--- config.mk ---
export PLATFORM = sky130hd
export DESIGN_NAME = gpc_seq
export DESIGN_NICKNAME = d
export VERILOG_FILES = /design/src/rtl/gpc_pkg.sv /design/src/rtl/gpc_seq.sv
export SDC_FILE = /design/constraint.sdc
export NUM_CORES = 1
export LEC_CHECK = 0
export CAP_MARGIN = 20
export CORE_AREA = 3 3 40 42
export CTS_BUF_LIST = sky130_fd_sc_hd__clkbuf_16
export DETAILED_ROUTE_END_ITERATION = 10
export DIE_AREA = 0 0 43 45
export DONT_BUFFER_PORTS = 1
export PLACE_DENSITY = 0.62
export SKIP_CTS_REPAIR_TIMING = 1
export SLEW_MARGIN = 20
export SYNTH_ARGS = -nofsm -noshare
export SYNTH_HDL_FRONTEND = slang
export SYNTH_SLANG_ARGS = --single-unit
--- constraint.sdc ---
create_clock -name clk -period 4.1 [get_ports clk]
set_clock_uncertainty 0.2 [all_clocks]
set_input_delay 0.82 -clock clk [delete_from_list [all_inputs] [get_ports clk]]
set_output_delay 0.82 -clock clk [all_outputs]
set_load 0.1 [all_outputs]
--- src/rtl/gpc_pkg.sv ---
`default_nettype none
package gpc_pkg;

  // Size of the composite map and the derived address width.
  localparam int LIMIT = 1048576;
  localparam int AW    = $clog2(LIMIT);

  // Widths of the query number and of the pair count.
  localparam int TW = 20;
  localparam int CW = 19;

  typedef enum logic [3:0] {
    ST_CLEAR,
    ST_RD,
    ST_CHK,
    ST_MARK,
    ST_SQ,
    ST_INC,
    ST_IDLE,
    ST_RUN,
    ST_OUT
  } state_t;

  // Step commands from the sequencer to the datapath.
  typedef struct packed {
    logic clr_we;
    logic clr_step;
    logic rd_i;
    logic mark_we;
    logic mark_step;
    logic j_load;
    logic sq_step;
    logic i_step;
    logic q_load;
    logic q_step;
  } ctrl_t;

  // Conditions the datapath reports back to the sequencer.
  typedef struct packed {
    logic clr_last;
    logic sq_done;
    logic is_comp;
    logic j_done;
    logic p_done;
  } stat_t;

endpackage
`default_nettype wire

--- src/rtl/gpc_seq.sv ---
`default_nettype none
module gpc_seq
  import gpc_pkg::*;
(
  input  wire logic          clk,
  input  wire logic          rst,
  input  wire logic          in_valid,
  input  wire logic [TW-1:0] target,
  input  wire logic          out_stall,
  input  wire stat_t         stat,
  output logic               in_stall,
  output logic               out_valid,
  output ctrl_t              ctrl
);

  state_t state;
  state_t state_next;

  always_ff @(posedge clk) begin
    if (rst) begin
      state <= ST_CLEAR;
    end else begin
      state <= state_next;
    end
  end

  // Next state: clearing pass, sieve, then query handling.
  always_comb begin
    state_next = state;
    unique case (state)
      ST_CLEAR: if (stat.clr_last) state_next = ST_RD;
      ST_RD:    state_next = stat.sq_done ? ST_IDLE : ST_CHK;
      ST_CHK:   state_next = stat.is_comp ? ST_SQ : ST_MARK;
      ST_MARK:  if (stat.j_done) state_next = ST_SQ;
      ST_SQ:    state_next = ST_INC;
      ST_INC:   state_next = ST_RD;
      ST_IDLE: begin
        if (in_valid) begin
          state_next = (target < TW'(4)) ? ST_OUT : ST_RUN;
        end
      end
      ST_RUN:   if (stat.p_done) state_next = ST_OUT;
      ST_OUT:   if (!out_stall) state_next = ST_IDLE;
      default:  state_next = ST_CLEAR;
    endcase
  end

  // Outputs: step commands and handshake flags.
  always_comb begin
    ctrl      = '0;
    in_stall  = 1'b1;
    out_valid = 1'b0;
    unique case (state)
      ST_CLEAR: begin
        ctrl.clr_we   = 1'b1;
        ctrl.clr_step = 1'b1;
      end
      ST_RD:   ctrl.rd_i = !stat.sq_done;
      ST_CHK:  ctrl.j_load = !stat.is_comp;
      ST_MARK: begin
        ctrl.mark_we   = !stat.j_done;
        ctrl.mark_step = !stat.j_done;
      end
      ST_SQ:   ctrl.sq_step = 1'b1;
      ST_INC:  ctrl.i_step = 1'b1;
      ST_IDLE: begin
        in_stall    = 1'b0;
        ctrl.q_load = in_valid;
      end
      ST_RUN:  ctrl.q_step = !stat.p_done;
      ST_OUT:  out_valid = 1'b1;
      default: ctrl = '0;
    endcase
  end

endmodule
`default_nettype wire

Word-level counts from Yosys, hierarchy flattened
Index checks and enable logic that the tools add are counted.
{"block": "word_totals", "ff_bits": 4, "output_inout_bits": 12, "wordCells": 40}
{"block": "op_classes", "magnitude_cmp": 1, "n_eq_ne": 13, "n_mux": 19, "reduce_logical": 6}
{"operator": "case mux 4 bit (9 select lines)", "count": 1}
{"operator": "2-to-1 mux 4 bit", "count": 6}
{"operator": "less-than comparator 20 x 3 -> 1 bit (second input constant)", "count": 1}
{"operator": "== test 4 x 3 -> 1 bit (second input constant)", "count": 4}
{"operator": "inequality test 2 bit (second input constant)", "count": 5}
{"operator": "== test 4 x 2 -> 1 bit (second input constant)", "count": 2}
{"operator": "2-to-1 mux 1 bit", "count": 8}
{"operator": "2-to-1 mux 3 bit", "count": 2}
{"operator": "AND reduction 5 bit", "count": 1}
{"operator": "== test 4 x 1 -> 1 bit (second input constant)", "count": 1}
{"operator": "== test 4 bit (second input constant)", "count": 1}
{"operator": "logical NOT 1 bit", "count": 4}
{"operator": "logical NOT 4 bit", "count": 1}
{"operator": "2-to-1 mux 2 bit", "count": 2}

Longest topological paths before layout
{"block": "logic_depth", "depth_word": 4, "ltp_mapped": 5, "mapped_depth_nobuf": 4}

Least setup slack after synthesis
Ideal clock, no wire load.
{"block": "synth_path", "path_kind": "input -> output", "startpoint": "input stat[1] (netlist name)", "endpoint": "output ctrl[6] (netlist name)", "arrival_ns": 3.536, "required_time_ns": 3.080, "slack_ns": -0.456, "path_stages": 2, "n_path_buf": 1, "path_cell_list": "nor3_1 > buf_4"}
{"item": "from (decl)", "line_no": "gpc_seq.sv:10", "text": "input wire stat_t stat,"}
{"item": "to (decl)", "line_no": "gpc_seq.sv:13", "text": "output ctrl_t ctrl"}

==> impl_metrics.env <==
export IMPL_firstDrtPassIters=4
export IMPL_first_iter_violations=12
export IMPL_slew_headroom_pct=33.68
export IMPL_pin_count=41
export IMPL_power_mw=0.5777
export IMPL_drive_above_1_share_pct=33.33
export IMPL_timing_final_crit_period_ns=3.079
export IMPL_rsz0062_at_grt="false"
export IMPL_largest_reg_flops=4
export IMPL_grt_usage_pct=15.13
export IMPL_status="finished clean"
export IMPL_syn_area_um2=490.5
export IMPL_drv_cap=0
export IMPL_ant_nets=0
export IMPL_reg_largest_list="state (4)"
export IMPL_grt_pass1_vias=522
export IMPL_clock_latency_ns=0.22
export IMPL_vdd_ir_drop_max_mv=0.3886
export IMPL_portBuffers=0
export IMPL_arrival_ns=2.06
export IMPL_drcViolationCount=0
export IMPL_cts_path_max_buffers=2
export IMPL_grt_max_degree=16
export IMPL_max_freq_mhz=324.8
export IMPL_vias=526
export IMPL_overflow=0
export IMPL_synth_top_area_share_pct=16.33
export IMPL_grt_pass1_wl_mm=2.228
export IMPL_synth_cell_type_count=30
export IMPL_antenna_found_initial=0
export IMPL_fin_nets=103
export IMPL_gp_congestion=0.8604
export IMPL_hold_path_class="primary input to flop"
export IMPL_diodes=0
export IMPL_synthTopCellsByArea="dfxtp_1, nor3_1, nand2b_1, nor4_1, buf_6"
export IMPL_die_h_um=45
export IMPL_hold_violations=0
export IMPL_pwr_density_cell_nw_per_um2=782.6
export IMPL_h_tree_depth=1
export IMPL_p_leak_nw=0.2785
export IMPL_largest_register="state"
export IMPL_tns_ns=0
export IMPL_yosysWarnings=0
export IMPL_cp_buffers_inverters=1
export IMPL_root_buffer="clkbuf_16"
export IMPL_avgSynthCellArea_um2=7.431
export IMPL_ys_seq_area_share_pct=16.33
export IMPL_cpMaxStageDelayCell="inv_1"
export IMPL_syn_num_nets=95
export IMPL_core_area_um2=1285
export IMPL_synth_common_cells="nor2_1, nor3_1"
export IMPL_die_area_um2=1935
export IMPL_rows=13
export IMPL_dp_hpwl_mm=1.099
export IMPL_synth_top_flop_cell="dfxtp_1"
export IMPL_critPathRequiredTime_ns=3.08
export IMPL_die_w_um=43
export IMPL_syn_inst=66
export IMPL_synthToLayoutAreaGrowth_pct=50.51
export IMPL_synth_largest_area_cell="dfxtp_1"
export IMPL_start_kind="flop"
export IMPL_cts_sinks=4
export IMPL_avgViaCountPerCell=6.046
export IMPL_cp_cell_sequence="or2_2 > or3_1 > inv_1"
export IMPL_cts_tree="done"
export IMPL_wl_met2_um=694
export IMPL_critical_path_max_stage_delay_ns=0.63
export IMPL_routed_wl_mm=1.356
export IMPL_dr_wl_met3_um=105
export IMPL_finalCritPeriodShare_pct=75.10
export IMPL_initial_core_util_pct=38.17
export IMPL_cts_made_buffers=3
export IMPL_path_class="flop to output pin"
export IMPL_m1WireLength_um=556
export IMPL_synth_edff_count=0
export IMPL_clkTransAtPathRegs_ns=0.03
export IMPL_cp_max_fo=10
export IMPL_critPathTopFamily="simple AND/OR/NAND/NOR gates"
export IMPL_top_layer_used="met3"
export IMPL_tightest_slew_ns=0.9948
export IMPL_slew_viol_final=0
export IMPL_ys_seq_elements=4
export IMPL_endpoint_kind="output pin"
export IMPL_async_reset_ff_share_pct=0
export IMPL_setup_violations=0
export IMPL_routedWlPerCell_um=15.59
## worst paths after layout
check                                      startpoint                     to  slack [ns]  cells after the start
worst max-delay path            state[3]$_SDFFE_PP0P_                ctrl[4]        1.02                      3
worst min-delay path                              rst  state[2]$_SDFFE_PP0P_        0.47                      1
worst max register to register  state[0]$_SDFFE_PP0P_  state[2]$_SDFFE_PP0P_        1.57                      5
worst min register to register  state[2]$_SDFFE_PP0P_  state[0]$_SDFFE_PP0P_        0.55                      4
## per-stage QoR
step                instances  area (µm²)  util, %  worst slack, ns  hold WS (ns)
global route               87       738.2    57.45           0.9134        0.4589
global placement           84       663.1    51.61            1.211        0.5380
CTS                        87       738.2    57.45            1.023        0.4644
detailed placement         84       663.1    51.61            1.214        0.5452
finish                     87       738.2    57.45            1.021        0.4668
floorplan                  66       500.5        -           0.1617        0.4254
## cells in the final DEF (no fill, tap or decap)
master,netlist,routed
buf_16,0,2
o31ai_1,1,1
clkbuf_16,0,6
a21oi_1,3,3
nand2_1,4,4
nor4_1,4,4
nand3_1,1,1
and2_1,2,2
nor3_4,0,2
o32a_1,2,2
o31a_2,1,1
o21ai_0,3,3
xnor2_1,1,1
a22oi_4,1,1
nand2b_1,4,4
mux2_2,2,2
or2_2,1,1
nor3b_1,1,1
inv_1,3,3
and4bb_1,1,1
buf_4,2,4
or3_1,1,1
nor3_1,6,1
a31oi_1,1,1
dfxtp_1,4,4
nor3_2,0,3
a211oi_1,1,1
nor2_1,6,5
a311oi_1,2,2
or4_4,1,1
nand3b_1,3,3
nor2_2,0,1
## cell type report
| type | count | area [µm²] |
|---|---|---|
| flip-flops and latches | 4 | 80.08 |
| well taps | 15 | 18.77 |
| repair buffers | 9 | 160.2 |
| fillers | 115 | 546.8 |
| multi-input cells | 53 | 392.9 |
| clock buffers | 3 | 75.07 |
| inverters | 3 | 11.26 |
## worst reg2reg max path, stage by stage, from the launching register on
cell      delay, ns
dfxtp_1        0.46
nor3_1         0.40
and2_1         0.85
buf_4          0.25
nor2_1         0.05
a311oi_1       0.24
## cell families after synthesis
logic type / after synthesis / share of synthesized area [%]
simple gates: 35 / 41.07
buf+inv: 9 / 11.73
xor+xnor: 1 / 1.786
compound gates: 15 / 24.49
flops: 4 / 16.33
mux: 2 / 4.592
## power by group
part / internal (mW) / switching, mW / leakage (nW) / total, mW
combinational: 0.124 / 0.224 / 0.209 / 0.348
sequential: 0.0481 / 0.0320 / 0.0327 / 0.0801
clock: 0.124 / 0.0250 / 0.0370 / 0.149
## layer usage
metal	track usage [%]	up-vias
li1	-	259
met3	4.781	0
met1	17.51	234
met5	0	-
met4	2.410	0
met2	27.84	33
(Power assumes the default switching activity.)
